File: src/rtl/sphsub_pkg.sv
// Shared types and constants of the sphere subdivider core.
`timescale 1ns / 1ps
package sphsub_pkg;

  // Edge codes: which pair of corners is summed.
  localparam logic [1:0] EDGE_AB = 2'd0;
  localparam logic [1:0] EDGE_BC = 2'd1;
  localparam logic [1:0] EDGE_CA = 2'd2;

  // Division kinds.
  localparam logic DIV_NORMAL = 1'b0;
  localparam logic DIV_POS    = 1'b1;

  // Output record kinds.
  localparam logic KIND_VERTEX = 1'b0;
  localparam logic KIND_TRI    = 1'b1;

  // Register indexes of the configuration port.
  localparam logic [1:0] REG_RADIUS  = 2'd0;
  localparam logic [1:0] REG_BASE    = 2'd1;
  localparam logic [1:0] REG_REVERSE = 2'd2;

  // Last triangle of a group of four.
  localparam logic [1:0] TRI_LAST = 2'd3;

  localparam int unsigned RADIUS_BITS = 15;
  localparam int unsigned RADIUS_RST  = 16384;
  localparam int unsigned BASE_RST    = 12;
  localparam int unsigned NORMAL_ONE  = 16384;
  localparam int unsigned APB_AW      = 4;
  localparam int unsigned APB_DW      = 32;

  // Commands from the controller to the datapath.
  typedef struct packed {
    logic       load_in;
    logic       edge_sum;
    logic [1:0] edge_sel;
    logic       sq_acc;
    logic [1:0] axis;
    logic       root_init;
    logic       root_step;
    logic       mul_pos;
    logic       div_load;
    logic       div_kind;
    logic       div_step;
    logic       div_store;
    logic       out_vertex;
    logic       out_tri;
    logic [1:0] tri_sel;
  } cmd_t;

endpackage

File: src/rtl/sphere_triangle_subdivider_core.sv
// Top level of the sphere subdivider: configuration registers and stream ports.
// Each new vertex takes one digit-by-digit square root and six restoring divisions,
// one for the normal and one for the position on each axis.
// Each triangle yields seven output beats, three vertices and then four triangles.
// One triangle is processed at a time; the input is ready only while the core is idle.
// Reset is asynchronous and active low; it clears control state and loads register defaults.
`timescale 1ns / 1ps
module sphere_triangle_subdivider_core #(
  parameter int unsigned COORD_BITS = 16,
  parameter int unsigned INDEX_BITS = 20,
  localparam int unsigned IN_W  = ((3 * INDEX_BITS + 9 * COORD_BITS + 7) / 8) * 8,
  localparam int unsigned OUT_W = ((4 * INDEX_BITS + 6 * COORD_BITS + 7) / 8) * 8
) (
  input  logic                           clk_i,
  input  logic                           rst_ni,
  // Input beat: index_a, index_b, index_c, ax, ay, az, bx, by, bz, cx, cy, cz
  input  logic                           s_axis_tvalid,
  output logic                           s_axis_tready,
  input  logic [IN_W-1:0]                s_axis_tdata,
  // Output beat: vertex_index, pos_x, pos_y, pos_z, normal_x, normal_y, normal_z,
  // corner_first, corner_second, corner_third
  output logic                           m_axis_tvalid,
  input  logic                           m_axis_tready,
  output logic [OUT_W-1:0]               m_axis_tdata,
  // Output kind: 0 vertex, 1 triangle
  output logic                           m_axis_tuser,
  output logic                           m_axis_tlast,
  input  logic                           psel,
  input  logic                           penable,
  input  logic                           pwrite,
  input  logic [sphsub_pkg::APB_AW-1:0]  paddr,
  input  logic [sphsub_pkg::APB_DW-1:0]  pwdata,
  output logic [sphsub_pkg::APB_DW-1:0]  prdata,
  output logic                           pready
);
  import sphsub_pkg::*;

  logic [RADIUS_BITS-1:0] radius_q;
  logic [INDEX_BITS-1:0]  base_q;
  logic                   rev_q;
  logic                   wr_en;
  logic [1:0]             reg_idx;
  logic                   base_wr;
  cmd_t                   cmd;

  // Register write decode.
  assign pready  = 1'b1;
  assign reg_idx = paddr[3:2];
  assign wr_en   = psel && penable && pwrite && pready;
  assign base_wr = wr_en && (reg_idx == REG_BASE);

  always_ff @(posedge clk_i or negedge rst_ni) begin
    if (!rst_ni) begin
      radius_q <= RADIUS_BITS'(RADIUS_RST);
      base_q   <= INDEX_BITS'(BASE_RST);
      rev_q    <= 1'b0;
    end else if (wr_en) begin
      unique case (reg_idx)
        REG_RADIUS:  radius_q <= pwdata[RADIUS_BITS-1:0];
        REG_BASE:    base_q   <= pwdata[INDEX_BITS-1:0];
        REG_REVERSE: rev_q    <= pwdata[0];
        default:     ;
      endcase
    end
  end

  // Register read mux.
  always_comb begin
    unique case (reg_idx)
      REG_RADIUS:  prdata = APB_DW'(radius_q);
      REG_BASE:    prdata = APB_DW'(base_q);
      REG_REVERSE: prdata = APB_DW'(rev_q);
      default:     prdata = '0;
    endcase
  end

  sphsub_ctrl #(
    .COORD_BITS (COORD_BITS)
  ) u_ctrl (
    .clk_i       (clk_i),
    .rst_ni      (rst_ni),
    .in_valid_i  (s_axis_tvalid),
    .in_ready_o  (s_axis_tready),
    .out_valid_o (m_axis_tvalid),
    .out_ready_i (m_axis_tready),
    .cmd_o       (cmd)
  );

  sphsub_dp #(
    .COORD_BITS (COORD_BITS),
    .INDEX_BITS (INDEX_BITS)
  ) u_dp (
    .clk_i      (clk_i),
    .rst_ni     (rst_ni),
    .cmd_i      (cmd),
    .in_data_i  (s_axis_tdata),
    .radius_i   (radius_q),
    .reverse_i  (rev_q),
    .base_wr_i  (base_wr),
    .base_val_i (pwdata[INDEX_BITS-1:0]),
    .out_data_o (m_axis_tdata),
    .out_kind_o (m_axis_tuser),
    .out_last_o (m_axis_tlast)
  );

endmodule

File: src/rtl/sphsub_ctrl.sv
// Sequencing state machine of the sphere subdivider core.
`timescale 1ns / 1ps
module sphsub_ctrl #(
  parameter int unsigned COORD_BITS = 16
) (
  input  logic              clk_i,
  input  logic              rst_ni,
  input  logic              in_valid_i,
  output logic              in_ready_o,
  output logic              out_valid_o,
  input  logic              out_ready_i,
  output sphsub_pkg::cmd_t  cmd_o
);
  import sphsub_pkg::*;

  localparam int unsigned ROOT_ITERS = COORD_BITS + 16;
  localparam int unsigned DIV_ITERS  = (COORD_BITS > 16) ? COORD_BITS : 16;
  localparam int unsigned CNTW       = $clog2(ROOT_ITERS + 1);

  typedef enum logic [13:0] {
    ST_IDLE  = 14'b00000000000001,
    ST_SUM   = 14'b00000000000010,
    ST_SQ    = 14'b00000000000100,
    ST_RINIT = 14'b00000000001000,
    ST_ROOT  = 14'b00000000010000,
    ST_NPREP = 14'b00000000100000,
    ST_DIV   = 14'b00000001000000,
    ST_STORE = 14'b00000010000000,
    ST_MUL   = 14'b00000100000000,
    ST_PPREP = 14'b00001000000000,
    ST_VLOAD = 14'b00010000000000,
    ST_VWAIT = 14'b00100000000000,
    ST_TLOAD = 14'b01000000000000,
    ST_TWAIT = 14'b10000000000000
  } state_e;

  state_e          state_q, state_d;
  logic [CNTW-1:0] cnt_q, cnt_d;
  logic [1:0]      edge_q, edge_d;
  logic [1:0]      axis_q, axis_d;
  logic            kind_q, kind_d;
  logic [1:0]      tri_q, tri_d;

  // Next state and command decode.
  always_comb begin
    state_d     = state_q;
    cnt_d       = cnt_q;
    edge_d      = edge_q;
    axis_d      = axis_q;
    kind_d      = kind_q;
    tri_d       = tri_q;
    in_ready_o  = 1'b0;
    out_valid_o = 1'b0;
    cmd_o          = '0;
    cmd_o.edge_sel = edge_q;
    cmd_o.axis     = axis_q;
    cmd_o.div_kind = kind_q;
    cmd_o.tri_sel  = tri_q;
    unique case (state_q)
      ST_IDLE: begin
        in_ready_o = 1'b1;
        if (in_valid_i) begin
          cmd_o.load_in = 1'b1;
          edge_d        = EDGE_AB;
          state_d       = ST_SUM;
        end
      end
      ST_SUM: begin
        cmd_o.edge_sum = 1'b1;
        axis_d         = 2'd0;
        state_d        = ST_SQ;
      end
      ST_SQ: begin
        cmd_o.sq_acc = 1'b1;
        if (axis_q == 2'd2) begin
          axis_d  = 2'd0;
          state_d = ST_RINIT;
        end else begin
          axis_d = axis_q + 2'd1;
        end
      end
      ST_RINIT: begin
        cmd_o.root_init = 1'b1;
        cnt_d           = '0;
        state_d         = ST_ROOT;
      end
      ST_ROOT: begin
        cmd_o.root_step = 1'b1;
        cnt_d           = cnt_q + 1'b1;
        if (cnt_q == CNTW'(ROOT_ITERS - 1)) begin
          kind_d  = DIV_NORMAL;
          state_d = ST_NPREP;
        end
      end
      ST_NPREP, ST_PPREP: begin
        cmd_o.div_load = 1'b1;
        cnt_d          = '0;
        state_d        = ST_DIV;
      end
      ST_DIV: begin
        cmd_o.div_step = 1'b1;
        cnt_d          = cnt_q + 1'b1;
        if (cnt_q == CNTW'(DIV_ITERS - 1)) begin
          state_d = ST_STORE;
        end
      end
      ST_STORE: begin
        cmd_o.div_store = 1'b1;
        if (kind_q == DIV_NORMAL) begin
          kind_d  = DIV_POS;
          state_d = ST_MUL;
        end else if (axis_q == 2'd2) begin
          state_d = ST_VLOAD;
        end else begin
          axis_d  = axis_q + 2'd1;
          kind_d  = DIV_NORMAL;
          state_d = ST_NPREP;
        end
      end
      ST_MUL: begin
        cmd_o.mul_pos = 1'b1;
        state_d       = ST_PPREP;
      end
      ST_VLOAD: begin
        cmd_o.out_vertex = 1'b1;
        state_d          = ST_VWAIT;
      end
      ST_VWAIT: begin
        out_valid_o = 1'b1;
        if (out_ready_i) begin
          unique case (edge_q)
            EDGE_AB: begin
              edge_d  = EDGE_BC;
              state_d = ST_SUM;
            end
            EDGE_BC: begin
              edge_d  = EDGE_CA;
              state_d = ST_SUM;
            end
            default: begin
              tri_d   = 2'd0;
              state_d = ST_TLOAD;
            end
          endcase
        end
      end
      ST_TLOAD: begin
        cmd_o.out_tri = 1'b1;
        state_d       = ST_TWAIT;
      end
      ST_TWAIT: begin
        out_valid_o = 1'b1;
        if (out_ready_i) begin
          if (tri_q == TRI_LAST) begin
            state_d = ST_IDLE;
          end else begin
            tri_d   = tri_q + 2'd1;
            state_d = ST_TLOAD;
          end
        end
      end
      default: begin
        state_d = ST_IDLE;
      end
    endcase
  end

  // Control registers.
  always_ff @(posedge clk_i or negedge rst_ni) begin
    if (!rst_ni) begin
      state_q <= ST_IDLE;
      cnt_q   <= '0;
      edge_q  <= EDGE_AB;
      axis_q  <= 2'd0;
      kind_q  <= DIV_NORMAL;
      tri_q   <= 2'd0;
    end else begin
      state_q <= state_d;
      cnt_q   <= cnt_d;
      edge_q  <= edge_d;
      axis_q  <= axis_d;
      kind_q  <= kind_d;
      tri_q   <= tri_d;
    end
  end

endmodule

File: src/rtl/sphsub_dp.sv
// Arithmetic datapath: edge sums, square root, a shared divider and output record.
`timescale 1ns / 1ps
module sphsub_dp #(
  parameter int unsigned COORD_BITS = 16,
  parameter int unsigned INDEX_BITS = 20,
  localparam int unsigned IN_W  = ((3 * INDEX_BITS + 9 * COORD_BITS + 7) / 8) * 8,
  localparam int unsigned OUT_W = ((4 * INDEX_BITS + 6 * COORD_BITS + 7) / 8) * 8
) (
  input  logic                                clk_i,
  input  logic                                rst_ni,
  input  sphsub_pkg::cmd_t                    cmd_i,
  input  logic [IN_W-1:0]                     in_data_i,
  input  logic [sphsub_pkg::RADIUS_BITS-1:0]  radius_i,
  input  logic                                reverse_i,
  input  logic                                base_wr_i,
  input  logic [INDEX_BITS-1:0]               base_val_i,
  output logic [OUT_W-1:0]                    out_data_o,
  output logic                                out_kind_o,
  output logic                                out_last_o
);
  import sphsub_pkg::*;

  localparam int unsigned C   = COORD_BITS;
  localparam int unsigned IB  = INDEX_BITS;
  localparam int unsigned MW  = C + 1;
  localparam int unsigned MBW = (MW > RADIUS_BITS) ? MW : RADIUS_BITS;
  localparam int unsigned PW  = MW + MBW;
  localparam int unsigned QW  = 2 * MW + 2;
  localparam int unsigned VW  = QW + 28;
  localparam int unsigned LW  = VW / 2;
  localparam int unsigned QTW = (C > 16) ? C : 16;
  localparam int unsigned NNW = MW + 28;
  localparam int unsigned PNW = PW + 14;
  localparam int unsigned SW  = LW + QTW;
  localparam int unsigned DW0 = (NNW > PNW) ? ((NNW > SW) ? NNW : SW) : ((PNW > SW) ? PNW : SW);
  localparam int unsigned DW  = DW0 + 1;

  localparam logic [QTW-1:0] POS_MAX = {{(QTW - C + 1){1'b0}}, {(C - 1){1'b1}}};
  localparam logic [QTW-1:0] NRM_MAX = QTW'(NORMAL_ONE);

  // Captured input beat.
  logic [IB-1:0]        ind_q [3];
  logic signed [C-1:0]  crd_q [3][3];
  // Edge sum as sign and magnitude.
  logic                 sgn_q [3];
  logic [MW-1:0]        mag_q [3];
  // Sum of squares, root and divider state.
  logic [QW-1:0]        acc_q;
  logic [VW-1:0]        rv_q, res_q, bit_q;
  logic [LW-1:0]        l_q;
  logic [PW-1:0]        prod_q;
  logic [DW-1:0]        rem_q, dsr_q;
  logic [QTW-1:0]       quo_q;
  logic                 sat_q;
  // Finished vertex fields and indexes.
  logic [C-1:0]         pos_q [3];
  logic [C-1:0]         nrm_q [3];
  logic [IB-1:0]        vidx_q [3];
  logic [IB-1:0]        nvi_q;
  // Output record.
  logic [OUT_W-1:0]     out_q;
  logic                 kind_q, last_q;

  logic signed [C-1:0]  p_sel [3];
  logic signed [C-1:0]  r_sel [3];
  logic signed [C+1:0]  sum_w [3];
  logic [MW-1:0]        mag_sel;
  logic [MBW-1:0]       mul_b;
  logic [PW-1:0]        prod_w;
  logic [VW-1:0]        trial_w;
  logic [DW-1:0]        num_w, num_r_w;
  logic [QTW-1:0]       cap_w, mag_out_w;
  logic [C-1:0]         val_w;
  logic [IB-1:0]        tf_w, tg_w, th_w;

  // Corner pair of the current edge.
  always_comb begin
    for (int i = 0; i < 3; i++) begin
      unique case (cmd_i.edge_sel)
        EDGE_BC: begin
          p_sel[i] = crd_q[1][i];
          r_sel[i] = crd_q[2][i];
        end
        EDGE_CA: begin
          p_sel[i] = crd_q[2][i];
          r_sel[i] = crd_q[0][i];
        end
        default: begin
          p_sel[i] = crd_q[0][i];
          r_sel[i] = crd_q[1][i];
        end
      endcase
      sum_w[i] = (C + 2)'(p_sel[i]) + (C + 2)'(r_sel[i]);
    end
  end

  // Shared multiplier: squares of the magnitudes, then magnitude times radius.
  assign mag_sel = mag_q[cmd_i.axis];
  assign mul_b   = cmd_i.mul_pos ? MBW'(radius_i) : MBW'(mag_sel);
  assign prod_w  = PW'(mag_sel) * PW'(mul_b);

  // One step of the digit-by-digit square root.
  assign trial_w = res_q + bit_q;

  // Rounded numerator of the next division.
  always_comb begin
    if (cmd_i.div_kind == DIV_POS) begin
      num_w = DW'({prod_q, 14'b0});
    end else begin
      num_w = DW'({mag_sel, 28'b0});
    end
    num_r_w = num_w + DW'(l_q[LW-1:1]);
  end

  // Saturation and sign of the finished quotient.
  always_comb begin
    cap_w = (cmd_i.div_kind == DIV_POS) ? POS_MAX : NRM_MAX;
    if (l_q == '0) begin
      mag_out_w = '0;
    end else if (sat_q || (quo_q > cap_w)) begin
      mag_out_w = cap_w;
    end else begin
      mag_out_w = quo_q;
    end
    val_w = sgn_q[cmd_i.axis] ? C'(QTW'(0) - mag_out_w) : C'(mag_out_w);
  end

  // Corners of the selected output triangle.
  always_comb begin
    unique case (cmd_i.tri_sel)
      2'd0: begin
        tf_w = ind_q[0];
        tg_w = vidx_q[0];
        th_w = vidx_q[2];
      end
      2'd1: begin
        tf_w = ind_q[1];
        tg_w = vidx_q[1];
        th_w = vidx_q[0];
      end
      2'd2: begin
        tf_w = ind_q[2];
        tg_w = vidx_q[2];
        th_w = vidx_q[1];
      end
      default: begin
        tf_w = vidx_q[0];
        tg_w = vidx_q[1];
        th_w = vidx_q[2];
      end
    endcase
  end

  // Running vertex index, saturating at the top.
  always_ff @(posedge clk_i or negedge rst_ni) begin
    if (!rst_ni) begin
      nvi_q <= IB'(BASE_RST);
    end else if (base_wr_i) begin
      nvi_q <= base_val_i;
    end else if (cmd_i.edge_sum && (nvi_q != '1)) begin
      nvi_q <= nvi_q + 1'b1;
    end
  end

  // Payload registers.
  always_ff @(posedge clk_i) begin
    if (cmd_i.load_in) begin
      for (int k = 0; k < 3; k++) begin
        ind_q[k] <= in_data_i[k*IB +: IB];
        for (int i = 0; i < 3; i++) begin
          crd_q[k][i] <= in_data_i[3*IB + (3*k + i)*C +: C];
        end
      end
    end
    if (cmd_i.edge_sum) begin
      for (int i = 0; i < 3; i++) begin
        sgn_q[i] <= sum_w[i][C+1];
        mag_q[i] <= sum_w[i][C+1] ? MW'(-sum_w[i]) : MW'(sum_w[i]);
      end
      vidx_q[cmd_i.edge_sel] <= nvi_q;
      acc_q <= '0;
    end
    if (cmd_i.sq_acc) begin
      acc_q <= acc_q + QW'(prod_w[2*MW-1:0]);
    end
    if (cmd_i.root_init) begin
      rv_q  <= {acc_q, 28'b0};
      res_q <= '0;
      bit_q <= VW'(1) << (VW - 2);
    end
    if (cmd_i.root_step) begin
      if (rv_q >= trial_w) begin
        rv_q  <= rv_q - trial_w;
        res_q <= (res_q >> 1) + bit_q;
      end else begin
        res_q <= res_q >> 1;
      end
      bit_q <= bit_q >> 2;
    end
    if (cmd_i.div_load) begin
      l_q   <= l_q;
      rem_q <= num_r_w;
      dsr_q <= DW'(l_q) << (QTW - 1);
      sat_q <= num_r_w >= (DW'(l_q) << QTW);
      quo_q <= '0;
    end
    if (cmd_i.root_step) begin
      l_q <= LW'((rv_q >= trial_w) ? ((res_q >> 1) + bit_q) : (res_q >> 1));
    end
    if (cmd_i.mul_pos) begin
      prod_q <= prod_w;
    end
    if (cmd_i.div_step) begin
      if (rem_q >= dsr_q) begin
        rem_q <= rem_q - dsr_q;
        quo_q <= {quo_q[QTW-2:0], 1'b1};
      end else begin
        quo_q <= {quo_q[QTW-2:0], 1'b0};
      end
      dsr_q <= dsr_q >> 1;
    end
    if (cmd_i.div_store) begin
      if (cmd_i.div_kind == DIV_POS) begin
        pos_q[cmd_i.axis] <= val_w;
      end else begin
        nrm_q[cmd_i.axis] <= val_w;
      end
    end
    if (cmd_i.out_vertex) begin
      out_q  <= OUT_W'({{(3*IB){1'b0}}, nrm_q[2], nrm_q[1], nrm_q[0],
                        pos_q[2], pos_q[1], pos_q[0], vidx_q[cmd_i.edge_sel]});
      kind_q <= KIND_VERTEX;
      last_q <= 1'b0;
    end
    if (cmd_i.out_tri) begin
      if (reverse_i) begin
        out_q <= OUT_W'({tf_w, tg_w, th_w, {(6*C + IB){1'b0}}});
      end else begin
        out_q <= OUT_W'({th_w, tg_w, tf_w, {(6*C + IB){1'b0}}});
      end
      kind_q <= KIND_TRI;
      last_q <= (cmd_i.tri_sel == TRI_LAST);
    end
  end

  assign out_data_o = out_q;
  assign out_kind_o = kind_q;
  assign out_last_o = last_q;

endmodule

File: config.mk
export PLATFORM = sky130hd
export DESIGN_NAME = sphere_triangle_subdivider_core
export DESIGN_NICKNAME = d
export VERILOG_FILES = /design/src/rtl/sphsub_pkg.sv /design/src/rtl/sphere_triangle_subdivider_core.sv /design/src/rtl/sphsub_ctrl.sv /design/src/rtl/sphsub_dp.sv
export SDC_FILE = /design/constraint.sdc
export NUM_CORES = 2
export LEC_CHECK = 0
export ABC_AREA = 0
export BUFFER_PORTS_ARGS = -buffer_cell sky130_fd_sc_hd__buf_2
export CAP_MARGIN = 5
export CORE_MARGIN = 2
export CORE_UTILIZATION = 60
export CTS_CLUSTER_DIAMETER = 80
export DETAILED_ROUTE_END_ITERATION = 8
export PLACE_DENSITY = 0.76
export SLEW_MARGIN = 0
export SYNTH_ARGS = -nofsm -noshare
export SYNTH_HDL_FRONTEND = slang
export SYNTH_SLANG_ARGS = --single-unit
export TNS_END_PERCENT = 1
File: constraint.sdc
create_clock -name clk_i -period 32.6 [get_ports clk_i]
set_input_delay 3.26 -clock clk_i [delete_from_list [all_inputs] [get_ports clk_i]]
set_output_delay 3.26 -clock clk_i [all_outputs]
set_load 0.05 [all_outputs]
### Yosys cells after proc, flatten, opt, wreduce, memory -nomap -nowiden

Memories as Yosys holds them, arrays and structs flattened.
Cells that the tools add are included.

* register bits after elaboration: 636
* latch bits: 0
* memories: 7
* RAM bits: 414
* memory bits (read-only): 0
* output and inout port bits: 213
* word-level logic and storage cells: 219
* bits of input ports: 251

Memory list
* u_dp.crd_q: words 3, bits a word 48, read ports 3, clocked after memory_dff 0, wr ports 3, line sphsub_dp.sv:43 `logic signed [C-1:0] crd_q [3][3];`
* u_dp.ind_q: words 3, bits a word 20, read ports 3, clocked after memory_dff 0, wr ports 3, line sphsub_dp.sv:42 `logic [IB-1:0] ind_q [3];`
* u_dp.vidx_q: words 3, bits a word 20, read ports 4, clocked after memory_dff 0, wr ports 1, line sphsub_dp.sv:58 `logic [IB-1:0] vidx_q [3];`
* u_dp.mag_q: words 3, bits a word 17, read ports 1, clocked after memory_dff 0, wr ports 3, line sphsub_dp.sv:46 `logic [MW-1:0] mag_q [3];`
* u_dp.nrm_q: words 3, bits a word 16, read ports 3, clocked after memory_dff 0, wr ports 1, line sphsub_dp.sv:57 `logic [C-1:0] nrm_q [3];`
* u_dp.pos_q: words 3, bits a word 16, read ports 3, clocked after memory_dff 0, wr ports 1, line sphsub_dp.sv:56 `logic [C-1:0] pos_q [3];`
* 1 more memories

* $mul: 1
* divide/modulo/power cells: 0
* muxes and demuxes: 97
* bitwise logic cells: 0
* eq/ne operators: 36
* order comparisons: 4
* reduce and logical (&&, ||, !) cells: 32
* shift-type cells: 0
* add/subtract/negate cells: 17

Operator list (number)
* $mux W176: 3
* $mux W64: 6
* $pmux W16 S2: 6
* $pmux W14 S13: 1
* $mux W49: 3
* $mux W61: 2
* $pmux W20 S3: 2
* $mux W14: 7
* $mux W16: 5
* $pmux W20 S2: 2
* $mux W36: 2
* $mux W17: 4
* $add A63 B63 Y64: 1
* $add A64 B63 Y64: 1
* $ge A64 B64 Y1: 1
* $sub A64 B64 Y64: 1
* $add A16 B16 Y17: 3
* $neg A17 Y17: 3
* $add A48 B31 Y49: 1
* $ge A49 B47 Y1: 1
* $ge A49 B48 Y1: 1
* $sub A49 B47 Y49: 1
* $mux W48: 1
* $mux W47: 1
* other kinds (52): 128

### Logic depth before layout (Yosys ltp)

* depth in word-level cells: 7
* mapped depth: 45
* mapped depth without buffers: 42

### Modules after synthesis

From an unflattened synthesis, not the netlist that was laid out.

* cell total of the unflattened synthesis: 6993
* area, all modules: 71310.9 µm²

By module, submodules not included
* sphsub_dp: seq. area each 28990.3 µm², times used 1, area an instance 67811.3 µm², cells each 6660
* sphere_triangle_subdivider_core: seq. area each 904.6 µm², times used 1, area an instance 1774.2 µm², cells each 135
* sphsub_ctrl: seq. area each 676.9 µm², times used 1, area an instance 1725.4 µm², cells each 198

### Worst setup path after synthesis

Ideal clock, no wire load.

* path type: flip-flop to flip-flop
* start point: reg u_ctrl.state_q[13]
* end point: reg u_dp.acc_q[30], data pin
* arrival: 10.024 ns
* setup time: 0.266 ns
* buffers on the path: 3
* cell stages (with the launch flop): 40
* period minus slack after synthesis: 10.290 ns
* path slack: 22.310 ns
* data required time: 32.334 ns
* path through: dfrtp_1 -> clkbuf_1 -> nor4_1 -> nand2_1 -> nor4b_1 -> clkbuf_1 -> buf_1 -> a21oi_1 -> nor2_1 -> fa_1 -> fa_1 -> inv_1 -> fa_1 -> inv_1 -> ha_1 -> fa_1 -> inv_1 -> fa_1 -> [4 not listed] -> a31oi_1 -> o21ai_1 -> a21o_1 -> a21boi_1 -> o21a_1 -> nor2_1 -> xnor2_1 -> ha_1 -> a21o_1 -> a21o_1 -> a21o_1 -> a221oi_1 -> o21ai_1 -> a31o_2 -> a211o_1 -> a21oi_1 -> xor2_1 -> nor2_1

* longest elaborated chain between the ends: 6
* elaborated cells between the ends (all ways): 8
* classes of those cells: add/sub (1); mul (1); eq/ne (2); mux (4)

RTL lines
* start, declared: line sphsub_ctrl.sv:37 `state_e state_q, state_d;`
* start signal, assigned: line sphsub_ctrl.sv:178 `state_q <= state_d;`
* $eq A14 B9 Y1: line sphsub_ctrl.sv:59 `unique case (state_q)`
* $mux W1: line sphsub_ctrl.sv:59
* $mux W17: line sphsub_dp.sv:99 `assign mul_b = cmd_i.mul_pos ? MBW'(radius_i) : MBW'(mag_sel);`
* $mul A17 B17 Y34: line sphsub_dp.sv:100 `assign prod_w = PW'(mag_sel) * PW'(mul_b);`
* named net u_dp.prod_w[20]: line sphsub_dp.sv:69 `logic [PW-1:0] prod_w;`
* $add A36 B34 Y36: line sphsub_dp.sv:184 `acc_q <= acc_q + QW'(prod_w[2*MW-1:0]);`
* $mux W36: line sphsub_dp.sv:183 `if (cmd_i.sq_acc) begin`
* end signal, assigned: line sphsub_dp.sv:184
* end, declared: line sphsub_dp.sv:48 `logic [QW-1:0] acc_q;`

The timed path passes the listed nets, and every way through them passes these cells.
A chain may end at the register's enable or synchronous reset.

### Final worst setup path

* start point: reg u_ctrl.axis_q[1]
* end point: reg u_dp.acc_q[32], data pin

* longest elaborated chain between the ends: 5

RTL lines
* start, declared: line sphsub_ctrl.sv:40 `logic [1:0] axis_q, axis_d;`
* start signal, assigned: line sphsub_ctrl.sv:181 `axis_q <= axis_d;`
* $mem_v2 Z3 W17 (*)
* $mux W17: line sphsub_dp.sv:99
* $mul A17 B17 Y34 (*): line sphsub_dp.sv:100
* named net u_dp.prod_w[21]: line sphsub_dp.sv:69
* $add A36 B34 Y36 (*): line sphsub_dp.sv:184
* $mux W36 (*): line sphsub_dp.sv:183

Mark *: on every way through the listed nets, which the timed path passes. The rest lies on a longest branch.

==> flow_summary.ini <==
[sta]
slew_headroom = 0.177
worst_slack_ns = 21.14
fin_crit_ns = 11.46
max_slew.worst_pin.slew_ns = 1.23
hold_violations = 0
fin_skew_ns = 0.0839
maxSlewViolCount = 0
fmax_mhz = 87.3
period_share = 0.351
setup_viol = 0
rsz0062_at_grt = false
fin_setup_tns_ns = 0

[synthesis]
ys_ff_latch = 1070
synth_flop_cell = edfxtp_1
synth.top_cell.area_share = 0.376
synthTopCellsByArea = edfxtp_1, ha_1, fa_1
syn_avg_cell_area_um2 = 10.1
synth-async-reset-ratio = 0.0776
synth-seq-area-share = 0.439
synthesis.area_um2 = 69700
yosysWarnings = 0
yosysTopAreaCell = edfxtp_1
netlist-cell-type-count = 98
synth_edf_count = 872
syn_inst = 6930

[setup_path]
crit_path_max_incr_delay_ns = 1.06
critPathArrivalTime_ns = 11.87
cpMostUsedCell = fa_1
required_ns = 33.01
critPathLaunchType = flip-flop
cp_slowest_cell = o21ai_1
cp-end-kind = flip-flop
worst-path-max-fanout = 46
path_class = reg2reg

[global_route]
gr-total-overflow = 0
grt_pass1_wl_um = 290000
gr-usage-all-layers = 0.311
first_global_vias = 52000
antenna_found_initial = 6
grt_max_degree = 105

[cts]
cts_tree = yes
cts_hold_buffers = 0
clockBufferDepth = 3
h-tree-depth = 3
cts_buffers = 113
clock-sinks = 1070
clock_latency_ns = 0.76
clkSlewWorstSetupHoldPaths_ns = 0.06
cts_root_buf = clkbuf_16
postCtsSetupRepairBufs = 0
cts_resized = 0

[placed_design]
dp.final_hpwl_um = 139000
place_congestion = 1.02
placed_area_um2 = 73200
pre_cts_ws_ns = 21.42
io_buffer_count = 432

[worst_hold_path]
hp-class = reg2reg

[floorplanning]
start_util = 0.602
num_rows = 125
die_w_um = 345
coreArea_um2 = 116000
io_pins = 464
die_y_um = 345
die-area_um2 = 119000

[final_layout]
layout_commonest_cell = edfxtp_1
fin_util = 0.667
final_cell_area_um2 = 77200
areaGrowthSynthToFinish_pct = 10.8
fin_nets = 8175
drive_above_1_share = 0.111
mostFrequentLayoutCells = edfxtp_1, nor2_1, nand2_1

[routing]
drt-total-wl_um = 188000
dr_total_vias = 53900
ant_nets = 0
viasPerCell = 6.07
drt_first_iter_violations = 4872
remaining_drc_errors = 0
dr.pass1.iters = 8
wl_per_cell_um = 21.2

[flow_run]
cap_violations = 0

[run_status]
status = complete, no violations
[per-layer routing]
metal  global-route usage  routed length, um  share of wire  vias up
met4                0.122               7780          0.041        4
met1                0.409              76000           0.40    26200
met2                0.518              89900           0.48     2049
met3               0.0495              14100          0.075      387
li1                     -                  -              -    25300
met5                    0                 26        0.00014        -
[through the flow]
stage,instances,hold slack (ns)
floorplan,6941,0.434
global placement,8652,0.432
detailed placement,8652,0.441
CTS,8868,0.459
global route,8869,0.488
finish,8870,0.450
[path summary, 6_finish.rpt]
path                                              start                            to  slack, ns  cells after the start
min in group asynchronous                        rst_ni         base_q[6]$_DFFE_PN0P_       2.39                      1
min reg2reg                u_dp.out_kind_o$_SDFFE_PP1P_  u_dp.out_kind_o$_SDFFE_PP1P_       0.45                      2
max reg2reg                u_ctrl.axis_q[1]$_DFFE_PN0P_  u_dp.acc_q[32]$_SDFFCE_PN0P_      21.14                     34
min                        u_dp.out_kind_o$_SDFFE_PP1P_  u_dp.out_kind_o$_SDFFE_PP1P_       0.45                      2
max in group asynchronous                        rst_ni   u_ctrl.cnt_q[2]$_DFFE_PN0P_      29.03                      2
max                        u_ctrl.axis_q[1]$_DFFE_PN0P_  u_dp.acc_q[32]$_SDFFCE_PN0P_      21.14                     34
[synthesized netlist by cell type, types with 12 or more instances]
cell type  number
nand2_1       667
a21o_1        149
a222oi_1       21
mux2_2         18
o21a_1         70
fa_1          231
o211ai_1       15
buf_1          19
nor2b_1        38
nand4_1        87
a31o_2         15
inv_1         472
o31ai_1        19
nor3b_1        12
nand3_1       109
nand2b_1       41
o21bai_1       63
edfxtp_1      872
or2_2          15
buf_2          27
and2_1        242
a31oi_1        82
xor2_1        167
a21boi_0       12
nor4_1         24
a21oi_1       536
a211oi_1       39
nor3_1         84
xnor2_1       241
mux4_2         20
o21ai_0       256
dfrtp_1        77
or3_1          35
a22oi_1       138
ha_1          450
dfxtp_1       115
mux2i_1       126
clkbuf_1      255
o21ai_1        99
nor2_1        714
buf_4          14
and3_1         50
[critical path: cells and delay by family (launching register included)]
family / cells / cell delay (ns)
adders and majority gates: 8 / 3.89
xor gates and xnor gates: 2 / 0.49
buffers and inverters: 4 / 0.70
and+or+nand+nor: 8 / 1.55
DFF: 1 / 0.70
AOI/OAI and AO/OA: 12 / 3.77
[area by class of cell]
class                      count  area, um2
antenna                        2       5.00
clock buffer                 142       3010
clock inverter                74       1010
fill                        8912      38500
inverter                     479       1800
multi-input combinational   5076      36200
sequential                  1070      30600
tap                         1524       1910
timing repair buffer         503       2700
[cell families after synthesis]
kind of cell               Yosys count  synth area share
xor gates and xnor gates           408            0.0513
buffers and inverters              795            0.0441
DFF                               1070             0.439
and+or+nand+nor                   2182             0.145
AOI/OAI and AO/OA                 1628             0.146
muxes                              164            0.0275
other                                2          0.000108
adders and majority gates          681             0.147
[flip-flops by register name, indices dropped and copies added (netlist names), 49 cells and up]
name	count
u_dp.out_data_o	176
u_dp.ind_q	60
u_dp.res_q	64
u_dp.mag_q	51
u_dp.vidx_q	80
u_dp.crd_q	144
u_dp.rem_q	49
u_dp.rv_q	64
Power is left out: the tool's default activity adds up to more than one toggle a clock period on the data nets, which glitch-free logic cannot reach.
